===== config.mk =====
export PLATFORM = sky130hd
export DESIGN_NAME = ldma_lane
export DESIGN_NICKNAME = d
export VERILOG_FILES = /design/src/rtl/lane_fit_delayed_moving_average_macros.svh /design/src/rtl/ldma_pkg.sv /design/src/rtl/ldma_div.sv /design/src/rtl/ldma_lane.sv
export SDC_FILE = /design/constraint.sdc
export NUM_CORES = 2
export LEC_CHECK = 0
export BUFFER_PORTS_ARGS = -buffer_cell sky130_fd_sc_hd__buf_2
export CORE_ASPECT_RATIO = 1.2
export CORE_MARGIN = 4
export CORE_UTILIZATION = 40
export CTS_BUF_LIST = sky130_fd_sc_hd__clkbuf_4 sky130_fd_sc_hd__clkbuf_8
export DETAILED_ROUTE_END_ITERATION = 6
export MAX_ROUTING_LAYER = met4
export PLACE_DENSITY = 0.57
export SLEW_MARGIN = 0
export SYNTH_ARGS = -nofsm -noshare
export SYNTH_HDL_FRONTEND = slang
export SYNTH_HIERARCHICAL = 1
export SYNTH_SLANG_ARGS = --single-unit

===== constraint.sdc =====
create_clock -name clk -period 22.9 [get_ports clk]
set_input_delay 1.145 -clock clk [delete_from_list [all_inputs] [get_ports clk]]
set_output_delay 1.145 -clock clk [all_outputs]
set_load 0.1 [all_outputs]

===== src/rtl/lane_fit_delayed_moving_average_macros.svh =====
// Assertion helpers for the lane fit averaging block.
// Both sample on the rising edge of clk and stand down while rst is high.
`ifndef LANE_FIT_DELAYED_MOVING_AVERAGE_MACROS_SVH
`define LANE_FIT_DELAYED_MOVING_AVERAGE_MACROS_SVH

// Check a consequence in the same cycle as its cause.
`define LDMA_CHECK_NOW(label, ante, cons, msg) \
  label: assert property (@(posedge clk) disable iff (rst) (ante) |-> (cons)) \
    else $error(msg);

// Check a consequence in the cycle after its cause.
`define LDMA_CHECK_NEXT(label, ante, cons, msg) \
  label: assert property (@(posedge clk) disable iff (rst) (ante) |=> (cons)) \
    else $error(msg);

`endif


===== src/rtl/ldma_pkg.sv =====
package ldma_pkg;

  // Coefficients per lane fit: constant, linear, quadratic.
  localparam int unsigned NUM_COEF   = 3;
  localparam int unsigned PORT_BITS  = 32;
  localparam int unsigned WIDTH_BITS = 31;
  localparam logic [WIDTH_BITS-1:0] WIDTH_MAX = '1;

  // Quotient bits resolved per divider cycle.
  localparam int unsigned DIV_STEP = 4;

  typedef enum logic [2:0] {
    LN_IDLE,
    LN_CHECK,
    LN_COMPARE,
    LN_OLD,
    LN_ENTER,
    LN_DIV_START,
    LN_DIV_WAIT
  } lane_state_t;

  typedef enum logic [2:0] {
    TP_IDLE,
    TP_LANES,
    TP_DIFF,
    TP_WIDTH,
    TP_PUBLISH
  } top_state_t;

  typedef struct packed {
    logic start;
    logic restart;
  } lane_ctrl_t;

endpackage


===== src/rtl/ldma_div.sv =====
module ldma_div #(
  parameter int NUM_BITS = 37,
  parameter int DEN_BITS = 5,
  parameter int QUO_BITS = 32
) (
  input  logic                       clk,
  input  logic                       rst,
  input  logic                       start,
  input  logic signed [NUM_BITS-1:0] dividend,
  input  logic        [DEN_BITS-1:0] divisor,
  output logic                       done,
  output logic        [QUO_BITS-1:0] quotient
);
  import ldma_pkg::*;

  localparam int ITER  = (NUM_BITS + DIV_STEP - 1) / DIV_STEP;
  localparam int PAD   = ITER * DIV_STEP;
  localparam int CNT_W = $clog2(ITER + 1);

  logic [CNT_W-1:0]    cnt;
  logic [PAD-1:0]      num;
  logic [PAD-1:0]      quo;
  logic [DEN_BITS-1:0] rem;
  logic [DEN_BITS-1:0] den;
  logic                neg;

  logic [NUM_BITS-1:0] mag;
  logic [DEN_BITS-1:0] rem_step;
  logic [DIV_STEP-1:0] q_bits;
  logic [PAD-1:0]      quo_signed;

  // Divide magnitudes; fix the sign at the end for truncation toward zero.
  assign mag = dividend[NUM_BITS-1] ? (~dividend + 1'b1) : dividend;

  always_comb begin
    logic [DEN_BITS:0] r;
    r      = {1'b0, rem};
    q_bits = '0;
    for (int j = 0; j < DIV_STEP; j++) begin
      r = {r[DEN_BITS-1:0], num[PAD-1-j]};
      if (r >= {1'b0, den}) begin
        r = r - {1'b0, den};
        q_bits[DIV_STEP-1-j] = 1'b1;
      end
    end
    rem_step = r[DEN_BITS-1:0];
  end

  assign quo_signed = neg ? (~quo + 1'b1) : quo;
  assign quotient   = quo_signed[QUO_BITS-1:0];

  always_ff @(posedge clk) begin
    if (rst) begin
      cnt  <= '0;
      done <= 1'b0;
    end else begin
      done <= (cnt == CNT_W'(1)) && !start;
      if (start) begin
        cnt <= CNT_W'(ITER);
      end else if (cnt != '0) begin
        cnt <= cnt - 1'b1;
      end
    end
  end

  always_ff @(posedge clk) begin
    if (start) begin
      num <= PAD'(mag);
      quo <= '0;
      rem <= '0;
      den <= divisor;
      neg <= dividend[NUM_BITS-1];
    end else if (cnt != '0) begin
      num <= num << DIV_STEP;
      quo <= {quo[PAD-DIV_STEP-1:0], q_bits};
      rem <= rem_step;
    end
  end

endmodule


===== src/rtl/ldma_lane.sv =====
module ldma_lane #(
  parameter int WINDOW_LENGTH = 20,
  parameter int DELAY_LENGTH  = 3,
  parameter int IN_BITS       = 32
) (
  input  logic                                      clk,
  input  logic                                      rst,
  input  ldma_pkg::lane_ctrl_t                      ctrl,
  input  logic [ldma_pkg::NUM_COEF-1:0][IN_BITS-1:0] fit,
  output logic                                      busy,
  output logic [ldma_pkg::NUM_COEF-1:0][IN_BITS-1:0] avg
);
  import ldma_pkg::*;

  localparam int RING_LEN = WINDOW_LENGTH + DELAY_LENGTH;
  localparam int CW       = $clog2(RING_LEN + 1);
  localparam int PW       = (RING_LEN > 1) ? $clog2(RING_LEN) : 1;
  localparam int DW       = $clog2(WINDOW_LENGTH + 1);
  localparam int SUM_W    = IN_BITS + DW;

  localparam logic [CW-1:0] RING_CNT  = CW'(RING_LEN);
  localparam logic [CW-1:0] WIN_CNT   = CW'(WINDOW_LENGTH);
  localparam logic [DW-1:0] WIN_DIV   = DW'(WINDOW_LENGTH);
  localparam logic [PW-1:0] LAST_SLOT = PW'(RING_LEN - 1);
  localparam logic [PW:0]   RING_EXT  = (PW + 1)'(RING_LEN);
  localparam logic [PW:0]   WIN_EXT   = (PW + 1)'(WINDOW_LENGTH);

  typedef logic [NUM_COEF-1:0][IN_BITS-1:0] row_t;

  lane_state_t state, state_next;

  row_t                    ring [RING_LEN];
  row_t                    rd_data;
  row_t                    fit_q;
  row_t                    old_q;
  logic                    restart_q;
  logic [CW-1:0]           count;
  logic [PW-1:0]           pos;
  logic signed [SUM_W-1:0] sum [NUM_COEF];
  logic [DW-1:0]           divisor;
  logic [1:0]              coef_idx;

  logic          mem_we;
  logic [PW-1:0] mem_waddr;
  logic          mem_re;
  logic [PW-1:0] mem_raddr;
  logic          div_start;
  logic          div_done;
  logic [IN_BITS-1:0] div_quot;

  logic          full;
  logic          fresh;
  logic          match;
  logic          fill_in_window;
  logic [CW-1:0] count_inc;
  logic [CW-1:0] count_dec;
  logic [PW-1:0] newest_addr;
  logic [PW:0]   enter_wide;
  logic [PW:0]   enter_wrap;
  logic [PW-1:0] enter_addr;
  row_t          enter_val;

  assign full           = (count == RING_CNT);
  assign fresh          = restart_q || (count == '0);
  assign match          = (rd_data == fit_q);
  assign count_inc      = count + 1'b1;
  assign count_dec      = count - 1'b1;
  assign fill_in_window = (count_inc <= WIN_CNT);
  assign newest_addr    = (pos == '0) ? LAST_SLOT : pos - 1'b1;
  assign enter_wide     = {1'b0, pos} + WIN_EXT;
  assign enter_wrap     = enter_wide - RING_EXT;
  assign enter_addr     = (enter_wide >= RING_EXT) ? enter_wrap[PW-1:0] : enter_wide[PW-1:0];
  // With no delay the entering entry is the fit being written.
  assign enter_val      = (DELAY_LENGTH == 0) ? fit_q : rd_data;
  assign busy           = (state != LN_IDLE);

  // History ring: one row per recorded fit, all three coefficients side by side.
  always_ff @(posedge clk) begin
    if (mem_we) begin
      ring[mem_waddr] <= fit_q;
    end
    if (mem_re) begin
      rd_data <= ring[mem_raddr];
    end
  end

  always_comb begin
    state_next = state;
    case (state)
      LN_IDLE:      if (ctrl.start) state_next = LN_CHECK;
      LN_CHECK:     state_next = fresh ? LN_IDLE : LN_COMPARE;
      LN_COMPARE: begin
        if (match) begin
          state_next = LN_IDLE;
        end else if (full) begin
          state_next = LN_OLD;
        end else begin
          state_next = LN_DIV_START;
        end
      end
      LN_OLD:       state_next = LN_ENTER;
      LN_ENTER:     state_next = LN_DIV_START;
      LN_DIV_START: state_next = LN_DIV_WAIT;
      LN_DIV_WAIT: begin
        if (div_done) begin
          state_next = (coef_idx == 2'(NUM_COEF - 1)) ? LN_IDLE : LN_DIV_START;
        end
      end
      default:      state_next = LN_IDLE;
    endcase
  end

  always_comb begin
    mem_we    = 1'b0;
    mem_waddr = '0;
    mem_re    = 1'b0;
    mem_raddr = '0;
    div_start = 1'b0;
    case (state)
      LN_CHECK: begin
        if (fresh) begin
          mem_we = 1'b1;
        end else begin
          mem_re    = 1'b1;
          mem_raddr = full ? newest_addr : count_dec[PW-1:0];
        end
      end
      LN_COMPARE: begin
        if (!match && !full) begin
          mem_we    = 1'b1;
          mem_waddr = count[PW-1:0];
        end else if (!match) begin
          mem_re    = 1'b1;
          mem_raddr = pos;
        end
      end
      LN_OLD: begin
        mem_re    = 1'b1;
        mem_raddr = enter_addr;
      end
      LN_ENTER: begin
        mem_we    = 1'b1;
        mem_waddr = pos;
      end
      LN_DIV_START: div_start = 1'b1;
      default: ;
    endcase
  end

  always_ff @(posedge clk) begin
    if (rst) begin
      state <= LN_IDLE;
    end else begin
      state <= state_next;
    end
  end

  always_ff @(posedge clk) begin
    if (rst) begin
      count <= '0;
      pos   <= '0;
      for (int k = 0; k < NUM_COEF; k++) begin
        sum[k] <= '0;
        avg[k] <= '0;
      end
    end else begin
      case (state)
        LN_CHECK: begin
          if (fresh) begin
            count <= CW'(1);
            pos   <= '0;
            for (int k = 0; k < NUM_COEF; k++) begin
              sum[k] <= SUM_W'($signed(fit_q[k]));
              avg[k] <= fit_q[k];
            end
          end
        end
        LN_COMPARE: begin
          if (!match && !full) begin
            count <= count_inc;
            if (fill_in_window) begin
              for (int k = 0; k < NUM_COEF; k++) begin
                sum[k] <= sum[k] + SUM_W'($signed(fit_q[k]));
              end
            end
          end
        end
        LN_ENTER: begin
          pos <= (pos == LAST_SLOT) ? '0 : pos + 1'b1;
          for (int k = 0; k < NUM_COEF; k++) begin
            sum[k] <= sum[k] - SUM_W'($signed(old_q[k])) + SUM_W'($signed(enter_val[k]));
          end
        end
        LN_DIV_WAIT: begin
          if (div_done) begin
            avg[coef_idx] <= div_quot;
          end
        end
        default: ;
      endcase
    end
  end

  always_ff @(posedge clk) begin
    case (state)
      LN_IDLE: begin
        if (ctrl.start) begin
          fit_q     <= fit;
          restart_q <= ctrl.restart;
        end
      end
      LN_COMPARE: begin
        divisor  <= fill_in_window ? count_inc[DW-1:0] : WIN_DIV;
        coef_idx <= '0;
      end
      LN_OLD: old_q <= rd_data;
      LN_ENTER: begin
        divisor  <= WIN_DIV;
        coef_idx <= '0;
      end
      LN_DIV_WAIT: begin
        if (div_done) begin
          coef_idx <= coef_idx + 1'b1;
        end
      end
      default: ;
    endcase
  end

  ldma_div #(
    .NUM_BITS (SUM_W),
    .DEN_BITS (DW),
    .QUO_BITS (IN_BITS)
  ) u_div (
    .clk      (clk),
    .rst      (rst),
    .start    (div_start),
    .dividend (sum[coef_idx]),
    .divisor  (divisor),
    .done     (div_done),
    .quotient (div_quot)
  );

endmodule


==> run summary <==
When the netlist entered floorplanning its net count stood at 10.49k. Summed over all nets, the half-perimeter wirelength after detailed placement is 292900 microns. The antenna violation net count after detailed routing came out at 0. The proportion of synthesized flip-flops having asynchronous set or reset is 0%. The run gives 84.82k as the number of global-route vias before repair. The total overflow left after global routing is 0. By area the synthesized netlist is led by edfxtp_1 (63%), nand2_1 (5.4%), ha_1 (2.6%). Buffers added to address setup during post-CTS repair amount to 0. The run finished, with violations left. The summed instance area of the synthesized netlist was 125700 sq um. The power per cell area came out at 82.20 nW/um^2. The floorplan step defined a die boundary enclosing 323300 sq um. The DRC violations left came out at 1. The most critical setup path has its startpoint at u_div/den[1].

The total placed cells including tap cells was 14.17k. Summing the sequential cell areas from Yosys gives 65.98% of the chip area. The logs give 7 for the first-pass detailed-route iteration total and 6 for the count of synthesis-stage warnings from yosys.

STA classifies the critical path startpoint as a flop. In this run the clock root is driven by a clkbuf_8. In this run the horizontal extent of the chip is 519.8 microns. In this run, post-CTS hold repair placed 0 buffers. The most frequent cell after synthesis is edfxtp_1. The detailed router finished its first iteration with 11.64k violations.

The worst register-to-register path begins at u_div/den[1]. The first-pass GRT wire length was 644900 microns; the final layout net count was 10.89k. The post-route clock period utilization works out to 39.12%. The design draws 11.62 mW. For the number of slew-limit violations in the final report, the log shows 3. The commonest cells after synthesis are edfxtp_1 (2658), nand2_1 (1820), a21oi_1 (579).

The worst pin sits at a relative slew slack of -4.759%. For the worst setup path, the data arrival time is 9970 ps. The average detailed-routed wire length per instance was 31.08 microns. The number of instances resized during post-cts repair was 0; the total global-route track usage was 28.69%. Measured along the y axis, the die boundary spans 622.1 microns. STA puts the critical path data required time at 23910 ps. After detailed routing, the number of vias per cell comes to 5.881. Setup repair after global routing left no endpoint under its margin. Type of the worst setup path: reg -> reg. The run gives 0.9800 as the weighted congestion reported at the end of routability-driven placement.

Once the floorplan was initialized, standard cells occupied 40.16% of the core. The biggest area contributor in the post-synthesis netlist is edfxtp_1. Along the worst path, the maximum fanout reaches 10. Entering global routing, the biggest net connects 177 pins.

Relative to the synthesized area, the layout overhead comes to 12.43%. TritonCTS built the clock tree. Setup violations remaining at the end of the flow were counted as 0. The tools report the clock buffer count from CTS as 442.

For the pin with the worst max-slew slack, the measured transition is 1561 ps. The clock tree synthesis step divided the H-tree into 5 levels. The average cell area after synthesis came out at 12.55 sq um. The run gives 313100 sq um as the core area. The checks that failed: design-rule violations, max-capacitance violations, max-slew violations. Leaving out filler cells and counting taps, the final layout contains 15.01k. The clock insertion delay at the later pin of the skew report is 1120 ps.

After technology mapping, the gate count stands at 10.02k. The clock passes through at most 4 buffers. The clock period could shrink to 8958 ps. For the via total after detailed routing, the log shows 88.24k. The floorplan has 225 rows. Most used flip-flop cell after synthesis: edfxtp_1.

The synthesized design contains 2814 register bits. Counting every sink on the clock net gives 2814. Count of port buffers added during placement: 196.

The library cell contributing the largest single delay on the critical path is a21oi_1. The logs give 0 ps for the post-route setup TNS and 51.98 nW for the static leakage. The run gives 0.09477 mV as the worst-case vdd ir drop. Startpoint of the tightest hold check path: fit[66].

For this block, the routed nets add up to 466400 microns of wire. The tools report the final-report hold violation count as 0. The clock edge transition at the registers on the reported setup and hold paths was 70 ps. Between clock sinks in the finished design, the worst skew comes to 125.3 ps. For the count of max-cap constraint violations, the log shows 1. The post-route netlist has 12.07% of its cells at a drive strength greater than 1. The share of Yosys cell area claimed by the top area cell type was 63.49%. The element type at the critical path end was a flop.

I/O pin total: 197. The largest single stage delay on the critical path is 620 ps. Yosys mapped a number of flops with a built-in enable equal to 2658. The logs give 111.6 MHz for the maximum frequency from static timing analysis and 223.2 ps for the minimum hold slack. Counting stages on the worst path, the most repeated cell is a21oi_1.

The run gives 39 as the initial antenna violation count. The class of the most critical hold timing path was in -> reg. The filler cells instantiated in the layout total 28.53k.

In this run, distinct cell masters in the synthesized netlist total 95.
path summary, 6_finish.rpt:
kind              slack (ps)  cells after the start            to
setup reg to reg       13940                     28  u_div/rem[0]
setup / recovery       13940                     28  u_div/rem[0]
hold reg to reg          420                      0  u_div/den[3]
hold / removal           220                      1     fit_q[66]
flip-flops by register name (all words and copies together) (netlist names), named ones only:
register    flops
count           5
u_div/cnt       4
coef_idx        2
restart_q       1
fit_q          96
u_div/quo      32
sum           111
u_div/done      1
u_div/num      40
avg            96
state           3
pos             5
ring         2208
enter_val      96
u_div/den       5
u_div/rem       5
u_div/neg       1
old_q          96
divisor         5
logic make-up (layout without fill, tap and decap cells):
family          count (synthesis)  in the layout  synth area share [%]
mux                           255            255                 2.041
fa+ha+maj                     372            372                 4.389
compound gates               1915           1915                 10.31
xor+xnor                      363            363                 2.529
flops                        2814           2814                 65.98
simple gates                 3258           3258                 11.46
other cells                     0             35                     0
buf+inv                      1038           1795                 3.293
power by group:
part | leakage (nW) | internal (mW) | total, mW | switching, mW
logic | 21.9 | 0.491 | 1.47 | 0.978
clock network | 4.69 | 2.33 | 4.37 | 2.04
registers | 25.4 | 5.71 | 5.78 | 0.0719
total | 52.0 | 8.53 | 11.6 | 3.09
stage by stage:
step / worst slack, ps / area [sq um] / utilization, %
6_report: 13940 / 141300 / 45.15
3_3_place_gp: 13570 / 132400 / 42.29
2_1_floorplan: 15690 / 125700 / -
3_5_place_dp: 13830 / 132400 / 42.29
5_1_grt: 13220 / 141300 / 45.14
4_1_cts: 13800 / 141200 / 45.12
routing by layer:
metal  routed length (microns)  up-vias  share of wire [%]  global-route usage (%)
met1                    181300    44603                 39                   36.28
met4                     25560        0                5.5                   13.26
met2                    216900     4664                 47                   44.96
li1                          -    37988                  -                       -
met3                     42610      989                9.1                   5.255
met5                         0        -                  0                       -
worst max-delay path: cells and delay by family, from the launching register on:
| family | cells | cell delay [ps] |
|---|---|---|
| buf+inv | 2 | 310 |
| compound gates | 14 | 3680 |
| mux | 2 | 700 |
| flops | 1 | 430 |
| fa+ha+maj | 4 | 1730 |
| simple gates | 6 | 1990 |
cells in the final DEF, fill, tap and decap left out, types with 154 or more instances in the layout:
cell / count
xor2_1: 212
dfxtp_1: 154
buf_4: 288
nand3_1: 426
mux2i_1: 244
ha_1: 257
a21oi_1: 578
inv_1: 499
a311oi_1: 317
edfxtp_1: 2658
o21ai_0: 252
buf_2: 195
nand2_1: 1815
nor2_1: 371
clkbuf_8: 463
area by class of cell:
type                            count  area (sq um)  area share, %
Clock inverter                    202          1468          1.038
Tap cell                         4199          5254          3.717
Timing Repair Buffer              492          3318          2.348
Multi-Input combinational cell   6163         38980          27.58
Antenna cell                       35         87.58        0.06197
Clock buffer                      601          7408          5.242
Inverter                          500          1877          1.328
Sequential cell                  2814         82940          58.68
No activity file was read; power rests on OpenSTA's default activity.
